`src/hdl/shuffled_minimal_standard_rng_macros.svh`:
```
// Assertion macros for the shuffled minimal-standard generator.
`ifndef SHUFFLED_MINIMAL_STANDARD_RNG_MACROS_SVH
`define SHUFFLED_MINIMAL_STANDARD_RNG_MACROS_SVH

`ifndef SYNTH
`define SMSR_ASSERT_HOLDS(lbl, clk, rst, cond, msg) \
   lbl: assert property (@(posedge clk) disable iff (rst) (cond)) else $error(msg);
`define SMSR_ASSERT_IMPLIES(lbl, clk, rst, pre, post, msg) \
   lbl: assert property (@(posedge clk) disable iff (rst) (pre) |-> (post)) else $error(msg);
`define SMSR_ASSERT_NEXT(lbl, clk, rst, pre, post, msg) \
   lbl: assert property (@(posedge clk) disable iff (rst) (pre) |=> (post)) else $error(msg);
`else
`define SMSR_ASSERT_HOLDS(lbl, clk, rst, cond, msg)
`define SMSR_ASSERT_IMPLIES(lbl, clk, rst, pre, post, msg)
`define SMSR_ASSERT_NEXT(lbl, clk, rst, pre, post, msg)
`endif

`endif

```
`src/hdl/smsr_pkg.sv`:
```
// Shared types, constants and the modular fold of the shuffled generator.
`timescale 1ns / 1ps
package smsr_pkg;

   typedef enum logic {
      REQ_SEED = 1'b0,
      REQ_DRAW = 1'b1
   } req_kind_type;

   localparam logic [30:0] GEN_MULT     = 31'd16807;
   localparam logic [30:0] GEN_MOD      = 31'h7FFF_FFFF;
   localparam int          WARMUP_STEPS = 8;
   localparam logic [33:0] RANGE_BIAS   = 34'd65529;

   // reduce a product below 2^46 modulo 2^31-1
   function automatic logic [30:0] gen_fold(input logic [62:0] prod);
      logic [31:0] sum;
      sum = {17'd0, prod[45:31]} + {1'b0, prod[30:0]};
      if (sum >= {1'b0, GEN_MOD}) begin
         sum = sum - {1'b0, GEN_MOD};
      end
      return sum[30:0];
   endfunction

endpackage

```
`src/hdl/smsr_ram.sv`:
```
// Generic single-write, single-read RAM with registered read data.
`timescale 1ns / 1ps
module smsr_ram #(
   parameter int WIDTH = 31,
   parameter int DEPTH = 32
) (
   input  logic                     clock,
   input  logic                     wr_en,
   input  logic [$clog2(DEPTH)-1:0] wr_addr,
   input  logic [WIDTH-1:0]         wr_data,
   input  logic [$clog2(DEPTH)-1:0] rd_addr,
   output logic [WIDTH-1:0]         rd_data
);

   logic [WIDTH-1:0] storage_ff [DEPTH];
   logic [WIDTH-1:0] rd_data_ff;

   always_ff @(posedge clock) begin
      if (wr_en) begin
         storage_ff[wr_addr] <= wr_data;
      end
      rd_data_ff <= storage_ff[rd_addr];
   end

   assign rd_data = rd_data_ff;

endmodule

```
`src/hdl/shuffled_minimal_standard_rng.sv`:
```
// A draw runs DR_MUL, DR_FOLD, IX_EST, IX_FIX and TB_SWAP through one shared multiplier.
// A seed request, or a draw that must seed first, adds the warm-up and table-fill steps: each
// generator step is one multiply and one fold of the shared unit.
// One word in flight; the next waits until idle and the output register holds the result.
// Reset: synchronous, clears the generator state and the seeded flag; the table is
// written in full by every seeding before it is read.
`timescale 1ns / 1ps
module shuffled_minimal_standard_rng #(
   parameter int TABLE_DEPTH = 32
) (
   input  logic                        clock,
   input  logic                        reset,
   input  logic                        req_valid,
   output logic                        req_ready,
   input  smsr_pkg::req_kind_type      req_type,
   input  logic signed [31:0]          req_seed_value,
   input  logic signed [15:0]          req_range_min,
   input  logic signed [15:0]          req_range_max,
   output logic                        rsp_valid,
   input  logic                        rsp_ready,
   output logic [30:0]                 rsp_raw_value,
   output logic signed [16:0]          rsp_ranged_value
);

   import smsr_pkg::*;

   `include "shuffled_minimal_standard_rng_macros.svh"

   localparam int IDXW     = $clog2(TABLE_DEPTH);
   localparam int STEPS    = WARMUP_STEPS + TABLE_DEPTH;
   localparam int CNTW     = $clog2(STEPS);
   localparam longint unsigned IdxDiv = 64'd1 + (64'(GEN_MOD) - 64'd1) / TABLE_DEPTH;
   localparam longint unsigned Recip  = (64'd1 << 31) / IdxDiv;
   localparam logic [CNTW-1:0] LAST_STEP = CNTW'(STEPS - 1);
   localparam logic [CNTW-1:0] WARM_END  = CNTW'(WARMUP_STEPS);

   typedef enum logic [2:0] {
      IDLE,
      SD_MUL,
      SD_FOLD,
      DR_MUL,
      DR_FOLD,
      IX_EST,
      IX_FIX,
      TB_SWAP
   } state_type;

   localparam state_type RG_DONE_UNUSED = IDLE;

   state_type state_ff, state_in;
   logic                 rg_done_ff, rg_done_in;
   logic [CNTW-1:0]      cnt_ff, cnt_in;
   logic [31:0]          s_ff, s_in;
   logic [30:0]          lcg_ff, lcg_in;
   logic [30:0]          last_ff, last_in;
   logic                 init_ff, init_in;
   logic [62:0]          product_ff, product_in;
   logic [IDXW:0]        q_ff, q_in;
   logic [IDXW-1:0]      idx_ff, idx_in;
   logic [31:0]          kmag_ff, kmag_in;
   logic                 kneg_ff, kneg_in;
   logic signed [15:0]   min_ff, min_in;
   logic signed [15:0]   max_ff, max_in;
   logic [30:0]          raw_out_ff, raw_out_in;
   logic signed [16:0]   ranged_out_ff, ranged_out_in;
   logic                 rsp_valid_ff, rsp_valid_in;

   logic [31:0]          mul_a;
   logic [30:0]          mul_b;
   logic [30:0]          folded;
   logic [31:0]          seed_mag;
   logic [IDXW:0]        q_next;
   logic [IDXW:0]        idx_wide;
   logic signed [16:0]   span;
   logic signed [33:0]   k_wide;
   logic [16:0]          t_val;
   logic                 ram_wr_en;
   logic [IDXW-1:0]      ram_wr_addr;
   logic [30:0]          ram_wr_data;
   logic [30:0]          ram_rd_data;
   logic                 req_fire;
   logic                 out_free;

   smsr_ram #(
      .WIDTH (31),
      .DEPTH (TABLE_DEPTH)
   ) u_table (
      .clock   (clock),
      .wr_en   (ram_wr_en),
      .wr_addr (ram_wr_addr),
      .wr_data (ram_wr_data),
      .rd_addr (idx_in),
      .rd_data (ram_rd_data)
   );

   assign req_ready = (state_ff == IDLE) && !rg_done_ff;
   assign req_fire  = req_valid && req_ready;
   assign out_free  = !rsp_valid_ff || rsp_ready;
   assign folded    = gen_fold(product_ff);
   assign seed_mag  = req_seed_value[31] ? (32'd0 - 32'(req_seed_value))
                                         : 32'(req_seed_value);
   assign q_next    = {1'b0, product_ff[31 +: IDXW]} + (IDXW+1)'(1);
   assign span      = {max_ff[15], max_ff} - {min_ff[15], min_ff};
   assign k_wide    = ({{17{span[16]}}, span} <<< 16) + $signed(RANGE_BIAS);
   assign t_val     = {1'b0, product_ff[62:47]};

   always_comb begin
      mul_a = 32'd0;
      mul_b = 31'd0;
      case (state_ff)
         SD_MUL: begin
            mul_a = s_ff;
            mul_b = GEN_MULT;
         end
         DR_MUL: begin
            mul_a = {1'b0, lcg_ff};
            mul_b = GEN_MULT;
         end
         DR_FOLD: begin
            mul_a = {1'b0, last_ff};
            mul_b = 31'(Recip);
         end
         IX_EST: begin
            mul_a = 32'(q_next);
            mul_b = 31'(IdxDiv);
         end
         TB_SWAP: begin
            mul_a = kmag_ff;
            mul_b = ram_rd_data;
         end
         default: begin
            mul_a = 32'd0;
            mul_b = 31'd0;
         end
      endcase
   end

   assign product_in = {31'd0, mul_a} * {32'd0, mul_b};

   always_comb begin
      state_in      = state_ff;
      rg_done_in    = 1'b0;
      cnt_in        = cnt_ff;
      s_in          = s_ff;
      lcg_in        = lcg_ff;
      last_in       = last_ff;
      init_in       = init_ff;
      q_in          = q_ff;
      idx_in        = idx_ff;
      kmag_in       = kmag_ff;
      kneg_in       = kneg_ff;
      min_in        = min_ff;
      max_in        = max_ff;
      raw_out_in    = raw_out_ff;
      ranged_out_in = ranged_out_ff;
      rsp_valid_in  = rsp_valid_ff && !rsp_ready;
      ram_wr_en     = 1'b0;
      ram_wr_addr   = idx_ff;
      ram_wr_data   = lcg_ff;
      idx_wide      = q_ff;

      // finish the ranged value and hold it until the output register is free
      if (rg_done_ff) begin
         if (out_free) begin
            raw_out_in    = last_ff;
            ranged_out_in = {min_ff[15], min_ff} +
                            (kneg_ff ? $signed(17'd0 - t_val) : $signed(t_val));
            rsp_valid_in  = 1'b1;
         end else begin
            rg_done_in = 1'b1;
         end
      end

      case (state_ff)
         IDLE: begin
            if (req_fire) begin
               min_in = req_range_min;
               max_in = req_range_max;
               cnt_in = '0;
               if (req_type == REQ_SEED) begin
                  s_in     = (seed_mag == 32'd0) ? 32'd1 : seed_mag;
                  state_in = SD_MUL;
               end else if (!init_ff || lcg_ff == 31'd0 || last_ff == 31'd0) begin
                  s_in     = 32'd1;
                  state_in = SD_MUL;
               end else begin
                  state_in = DR_MUL;
               end
            end
         end
         SD_MUL: begin
            state_in = SD_FOLD;
         end
         SD_FOLD: begin
            s_in = {1'b0, folded};
            if (cnt_ff >= WARM_END) begin
               ram_wr_en   = 1'b1;
               ram_wr_addr = IDXW'(LAST_STEP - cnt_ff);
               ram_wr_data = folded;
            end
            if (cnt_ff == LAST_STEP) begin
               lcg_in   = folded;
               last_in  = folded;
               init_in  = 1'b1;
               state_in = DR_MUL;
            end else begin
               cnt_in   = cnt_ff + CNTW'(1);
               state_in = SD_MUL;
            end
         end
         DR_MUL: begin
            kmag_in  = k_wide[33] ? 32'(-k_wide) : k_wide[31:0];
            kneg_in  = k_wide[33];
            state_in = DR_FOLD;
         end
         DR_FOLD: begin
            lcg_in   = folded;
            state_in = IX_EST;
         end
         IX_EST: begin
            q_in     = q_next;
            state_in = IX_FIX;
         end
         IX_FIX: begin
            idx_wide = ({32'd0, last_ff} >= product_ff) ? q_ff : (q_ff - (IDXW+1)'(1));
            if (idx_wide >= (IDXW+1)'(TABLE_DEPTH)) begin
               idx_in = IDXW'(TABLE_DEPTH - 1);
            end else begin
               idx_in = idx_wide[IDXW-1:0];
            end
            state_in = TB_SWAP;
         end
         TB_SWAP: begin
            last_in     = ram_rd_data;
            ram_wr_en   = 1'b1;
            ram_wr_addr = idx_ff;
            ram_wr_data = lcg_ff;
            rg_done_in  = 1'b1;
            state_in    = IDLE;
         end
         default: begin
            state_in = IDLE;
         end
      endcase
   end

   always_ff @(posedge clock) begin
      if (reset) begin
         state_ff     <= IDLE;
         rg_done_ff   <= 1'b0;
         cnt_ff       <= '0;
         lcg_ff       <= 31'd0;
         last_ff      <= 31'd0;
         init_ff      <= 1'b0;
         rsp_valid_ff <= 1'b0;
      end else begin
         state_ff     <= state_in;
         rg_done_ff   <= rg_done_in;
         cnt_ff       <= cnt_in;
         lcg_ff       <= lcg_in;
         last_ff      <= last_in;
         init_ff      <= init_in;
         rsp_valid_ff <= rsp_valid_in;
      end
      s_ff          <= s_in;
      product_ff    <= (rg_done_ff && !out_free) ? product_ff : product_in;
      q_ff          <= q_in;
      idx_ff        <= idx_in;
      kmag_ff       <= kmag_in;
      kneg_ff       <= kneg_in;
      min_ff        <= min_in;
      max_ff        <= max_in;
      raw_out_ff    <= raw_out_in;
      ranged_out_ff <= ranged_out_in;
   end

   assign rsp_valid        = rsp_valid_ff;
   assign rsp_raw_value    = raw_out_ff;
   assign rsp_ranged_value = ranged_out_ff;

   `SMSR_ASSERT_IMPLIES(a_swap_seeded, clock, reset, state_ff == TB_SWAP, init_ff, "draw on unseeded table")
   `SMSR_ASSERT_IMPLIES(a_swap_index, clock, reset, state_ff == TB_SWAP, 32'(idx_ff) < 32'(TABLE_DEPTH), "table index out of range")
   `SMSR_ASSERT_IMPLIES(a_step_count, clock, reset, state_ff == SD_FOLD, cnt_ff <= LAST_STEP, "seed step count overrun")
   `SMSR_ASSERT_NEXT(a_accept_busy, clock, reset, req_fire, state_ff != IDLE, "accepted word left block idle")
   `SMSR_ASSERT_IMPLIES(a_load_source, clock, reset, $rose(rsp_valid_ff), $past(rg_done_ff), "result raised without ranging")
   `SMSR_ASSERT_HOLDS(a_done_idle, clock, reset, !rg_done_ff || state_ff == IDLE || state_ff == RG_DONE_UNUSED, "ranging overlaps work")

endmodule

```
`config.mk`:
```
export PLATFORM = sky130hd
export DESIGN_NAME = shuffled_minimal_standard_rng
export DESIGN_NICKNAME = d
export VERILOG_FILES = /design/src/hdl/smsr_pkg.sv /design/src/hdl/smsr_ram.sv /design/src/hdl/shuffled_minimal_standard_rng.sv
export VERILOG_INCLUDE_DIRS = /design/src /design/src/hdl
export SDC_FILE = /design/constraint.sdc
export NUM_CORES = 2
export LEC_CHECK = 0
export BUFFER_PORTS_ARGS = -buffer_cell sky130_fd_sc_hd__buf_2
export CORE_UTILIZATION = 35
export DETAILED_ROUTE_END_ITERATION = 16
export PLACE_DENSITY = 0.57
export REMOVE_ABC_BUFFERS = 1
export SYNTH_ARGS = -nofsm -noshare
export SYNTH_HDL_FRONTEND = slang
export SYNTH_SLANG_ARGS = --single-unit
```
`constraint.sdc`:
```
create_clock -name clock -period 21.8 [get_ports clock]
set_input_delay 4.36 -clock clock [delete_from_list [all_inputs] [get_ports clock]]
set_output_delay 4.36 -clock clock [all_outputs]
set_load 0.01 [all_outputs]
```
---- Word-level counts from Yosys, hierarchy flattened ----
Memories as Yosys holds them, arrays and structs flattened. A register that Yosys moved wholly into a read port is not among the register bits.
Cells that the tools add are included.
Widths: inputs -> output; s select.
cells by class
  add/subtract/negate cells ............... 12
  multipliers ............................. 1
  $lt $le $gt $ge ......................... 4
  eq/ne operators ......................... 12
  mux-type cells .......................... 38
  reductions and logical operators ........ 27
operators by type and width
  cell                    number
  $mux 32                 6
  $pmux 32 s5             1
  $mux 31                 4
  $pmux 31 s2             2
  $pmux 31 s4             1
  $pmux 32 s2             1
  $ge 31x63->1            1
  $mul 32x31->63          1
  $logic_not 31->1        2
  $add 33x17->34 const B  1
  $add 15x31->32          1
  $ge 32x31->1 const B    1
  $logic_not 32->1        1
  $neg 32->32             1
  $sub 1x32->32 const A   1
  $sub 31x31->31 const B  1
  $pmux 3 s8              1
  $mux 5                  4
  $mux 6                  3
  $add 17x17->17          1
  $mux 17                 1
  $sub 1x16->17 const A   1
  $sub 16x16->17          1
  $eq 3x3->1 const B      4
  24 further kinds        52
storage, ports and cells
  bits in registers ....................... 293
  RAM bits ................................ 992
  input port bits ......................... 69
  memories ................................ 1
memory list
  memory              depth  width  read ports  clocked after memory_dff  write ports  RTL line        source
  u_table.storage_ff  32     31     1           1                         1            smsr_ram.sv:15  logic [WIDTH-1:0] storage_ff [DEPTH];

---- Logic depth before layout (Yosys ltp) ----
  depth after elaboration ................. 7
  depth in mapped cells ................... 37
  gate-level depth less buffers ........... 33

---- By module ----
Synthesis repeated with hierarchy kept, for this count alone.
second synthesis, totals
  cells, all modules ...................... 7345
  area total of the unflattened synthesis .. 85953.7 um^2
by module, submodules not included
  module                         instances  cells each  area each (um^2)  seq. area each (um^2)
  shuffled_minimal_standard_rng  1          5153        46789.9           7557.2
  smsr_ram                       1          2192        39163.8           30409.2

---- Worst setup path after synthesis ----
Ideal clock, no wire load.
  kind .................................... reg-to-reg
  start ................................... reg state_ff[1]
  end ..................................... reg product_ff[61], data pin
  arrival ................................. 9.117 ns
  required time ........................... 21.671 ns
  slack ................................... 12.554 ns
  stages on the path, launching flop included .. 32
  clock period less this slack ............ 9.246 ns
  cells stage by stage .................... dfxtp_1 clkbuf_1 nand2_1 nor2_1 clkbuf_1 clkbuf_1 a221oi_1 clkbuf_1 nor2_1 fa_1 inv_1 fa_1 fa_1 fa_1 inv_1 fa_1 fa_1 fa_1 fa_1 ha_1 a21oi_1 o31ai_1 a21o_1 a211oi_1 o21ai_0 a31oi_1 o31a_1 o21bai_1 a221o_1 a31o_2 nor4b_1 a211o_1
between the ends
  word-level cells in the longest chain between the ends .. 4
  elaborated cells on any way between the ends .. 9
  those cells by class .................... mul (1); eq/ne (5); mux (2); reduce/logical (1)
ends and longest elaborated chain
  what                                             RTL line                              source
  start, declared                                  shuffled_minimal_standard_rng.sv:50   state_type state_ff, state_in;
  start signal, assigned                           shuffled_minimal_standard_rng.sv:257  state_ff <= state_in;
  $eq 3x2->1 / $eq 3x1->1 (equally long branches)  shuffled_minimal_standard_rng.sv:110  case (state_ff)
  $reduce_or 2->1 (no source line)                 n/a
  $pmux 31 s4                                      shuffled_minimal_standard_rng.sv:110
  $mul 32x31->63 (*)                               shuffled_minimal_standard_rng.sv:138  assign product_in = {31'd0, mul_a} * {32'd0, mul_b};
  net product_in[61]                               shuffled_minimal_standard_rng.sv:57   logic [62:0] product_ff, product_in;
  end signal, assigned                             shuffled_minimal_standard_rng.sv:266  product_ff <= (rg_done_ff && !out_free) ? product_ff : product_in;
  end, declared                                    shuffled_minimal_standard_rng.sv:57
The timed path passes the listed nets; every way through them passes the cells marked *.
A chain may end at the register's enable or synchronous reset.

---- Worst setup path in the final report ----
  start ................................... reg state_ff[1]
  end ..................................... reg product_ff[58], data pin
Same word-level chain as after synthesis.

==> impl_metrics.tcl <==
set metrics [dict create \
    htreeDepth 4 \
    worstPathMaxFanout 26 \
    grt_usage_pct 22.4 \
    syn_area_per_cell_um2 11.9 \
    min_path_type "reg -> reg" \
    pre_cts_ws_ps 10120 \
    pin_count 119 \
    grt_pass1_vias 58200 \
    cts.path.max_buffers 3 \
    cts_resized 0 \
    clock.fmax_ghz 0.0845 \
    synthTopCellsByArea "edfxtp_1 (41%), fa_1 (20%), mux2i_1 (8.7%), ha_1 (5.0%), inv_1 (4.5%)" \
    hold_viol 0 \
    crit_type "reg -> reg" \
    cts.sinks 1301 \
    cts_hold_buf 0 \
    die_h_um 499 \
    antenna_found_initial 22 \
    grt_max_degree 115 \
    layout-drive-gt1-share_pct 8.31 \
    grt_overflow 0 \
    yosysTopAreaCellShare_pct 41.4 \
    tightest_slew_ps 1490 \
    tns_ps 0 \
    final_antenna_net_count 0 \
    crit_slowest_cell "clkinv_1" \
    routedWlPerCell_um 26.2 \
    max_stage_delay_ps 1120 \
    violations "max-capacitance violations, max-slew violations" \
    fin_skew_ps 83.7 \
    core_area_um2 246000 \
    synthMostInstantiatedCell "edfxtp_1" \
    cts_root_buffer "clkbuf_16" \
    fin_crit_sh_pct 54.3 \
    synth_area_leader_cell "edfxtp_1" \
    yosysWarnings 0 \
    ys_seq_elements 1301 \
    critPathCaptureType "register" \
    grt_pass1_wl_um 404000 \
    routed_wl_um 281000 \
    synth_area_um2 86500 \
    final.min_clock_period_ps 11840 \
    outcome "finished with violations" \
    fin_ws_ps 9960 \
    max_slew_margin_pct -0.114 \
    synthCells 7268 \
    drc 0 \
    start_kind "register" \
    n_fill_cell 23300 \
    synth-edff-count 1191 \
    syn2layout_area_growth_pct 11.4 \
    synthTopCellsByCount "edfxtp_1 (1191), inv_1 (1029), fa_1 (869), nand2_1 (804), mux2i_1 (754)" \
    port_buffers 118 \
    ir_worst_vdd_mv 0.0794 \
    drt_first_pass_iters 6 \
    nets 8639 \
    die_width_um 499 \
    drt_iter0_drc 5888 \
    synth_seq_area_share_pct 43.9 \
    synthFlopType "edfxtp_1" \
    numCtsBuffers 139 \
    drv_slew 1 \
    path_common_cell "fa_1" \
    rows 182 \
    dieArea_um2 249000 \
    post_cts_buffers 0 \
    cp.required_ps 22300 \
    clkSlewWorstSetupHoldPaths_ps 60 \
    cts_tree "yes" \
    drv_cap 1 \
    power.total_w 0.00646 \
    clk_latency_ps 820 \
    leakagePower_nw 41.4 \
    vias 57700 \
    initial_core_util_pct 35.2 \
    final_area_um2 96400 \
    setup_viol 0 \
    dpl_cell_area_um2 91700 \
    gp_congestion 0.960 \
    p_per_area_nw_per_um2 67.0 \
    dp.final_hpwl_um 193000 \
    viasPerCell 5.39 \
    worstPathArrival_ps 12340 \
    grt_setup_unrepaired "false" \
    synth-async-reset-ratio_pct 0 \
    ys_types 85 \
]
==> state kept, by name, indices dropped and copies added, names as in the netlist <==
name	cells
cnt_ff	6
idx_ff	5
init_ff	1
kmag_ff	18
last_ff	31
lcg_ff	31
max_ff	16
min_ff	16
product_ff	63
q_ff	6
rg_done_ff	1
rsp_ranged_value	17
rsp_raw_value	31
rsp_valid	1
s_ff	32
state_ff	3
u_table.rd_data	31
u_table.storage_ff	992
==> per-layer routing <==
layer | part of all wire [%] | wire, um | up-vias | GRT usage, %
met2 | 47 | 133000 | 2200 | 36.8
li1 | - | - | 24900 | -
met1 | 41 | 115000 | 30100 | 29.3
met3 | 7.2 | 20300 | 454 | 3.64
met4 | 4.2 | 11900 | 4 | 8.95
met5 | 0.0096 | 27 | - | 0
==> path summary, 6_finish.rpt <==
check             depth (start not counted)  slack (ps)        endpoint        start
setup / recovery                         28        9960  product_ff[58]  state_ff[1]
hold / removal                            2         480         init_ff      init_ff
setup reg to reg                         28        9960  product_ff[58]  state_ff[1]
hold reg to reg                           2         480         init_ff      init_ff
==> cells by family (layout without fill, tap and decap cells) <==
group	count (synthesis)	after routing	share of synthesized area (%)
and+or+nand+nor	1678	1678	8.43
muxes	755	755	8.75
AOI/OAI and AO/OA	746	746	5.78
DFF	1301	1301	43.9
other	0	17	0
buffers and inverters	1385	1591	6.13
adders and majority gates	1212	1212	25.1
xor gates and xnor gates	191	191	1.93
==> through the flow <==
step / util (%) / cells / hold slack (ps)
3_3_place_gp: 37.3 / 10400 / 458
6_report: 39.2 / 10700 / 476
2_1_floorplan: - / 6917 / 435
5_1_grt: 39.2 / 10700 / 529
3_5_place_dp: 37.3 / 10400 / 462
4_1_cts: 39.2 / 10700 / 477
==> worst max-delay path: cells and delay by family, from the launching register on <==
kind            cells  cell delay, ps
compound gates      8            3140
simple gates        5            2360
fa+ha+maj           9            3760
flops               1             850
buf+inv             5            1310
xor+xnor            1             100
==> layout by cell type (no fill, tap or decap), drive strengths merged, types with 28 or more instances in the layout <==
| cell | Yosys | routed |
|---|---|---|
| nand3 | 71 | 71 |
| nand4 | 48 | 48 |
| xor2 | 61 | 61 |
| buf | 99 | 300 |
| o22ai | 151 | 151 |
| nand2b | 28 | 28 |
| mux2i | 754 | 754 |
| nor4 | 62 | 62 |
| nor3 | 42 | 42 |
| ha | 343 | 343 |
| a21oi | 132 | 132 |
| o21ai | 126 | 126 |
| clkinv | 4 | 63 |
| and2 | 42 | 42 |
| a221oi | 33 | 33 |
| nor2 | 474 | 474 |
| clkbuf | 252 | 180 |
| nand2 | 804 | 804 |
| xnor2 | 130 | 130 |
| fa | 869 | 869 |
| edfxtp | 1191 | 1191 |
| a21o | 49 | 49 |
| a211oi | 37 | 37 |
| inv | 1030 | 1036 |
| dfxtp | 110 | 110 |
==> report_power, final <==
part	leakage (nW)	total [W]	internal [W]	switching [W]
registers	12.1	0.00287	0.00278	0.0000900
clock network	2.22	0.00239	0.00133	0.00106
logic	27.1	0.00120	0.000392	0.000804
total	41.4	0.00646	0.00451	0.00195
==> final cells by class <==
class,instances,area (um2),share of cell area [%]
multi-input combinational,4582,43800,45.5
sequential,1301,38000,39.4
tap,3220,4030,4.18
inverter,1034,3880,4.03
clock buffer,180,3750,3.89
timing repair buffer,300,2020,2.10
clock inverter,77,851,0.883
antenna,17,42.5,0.0441
Note: power is estimated with default switching activity, not from simulation.
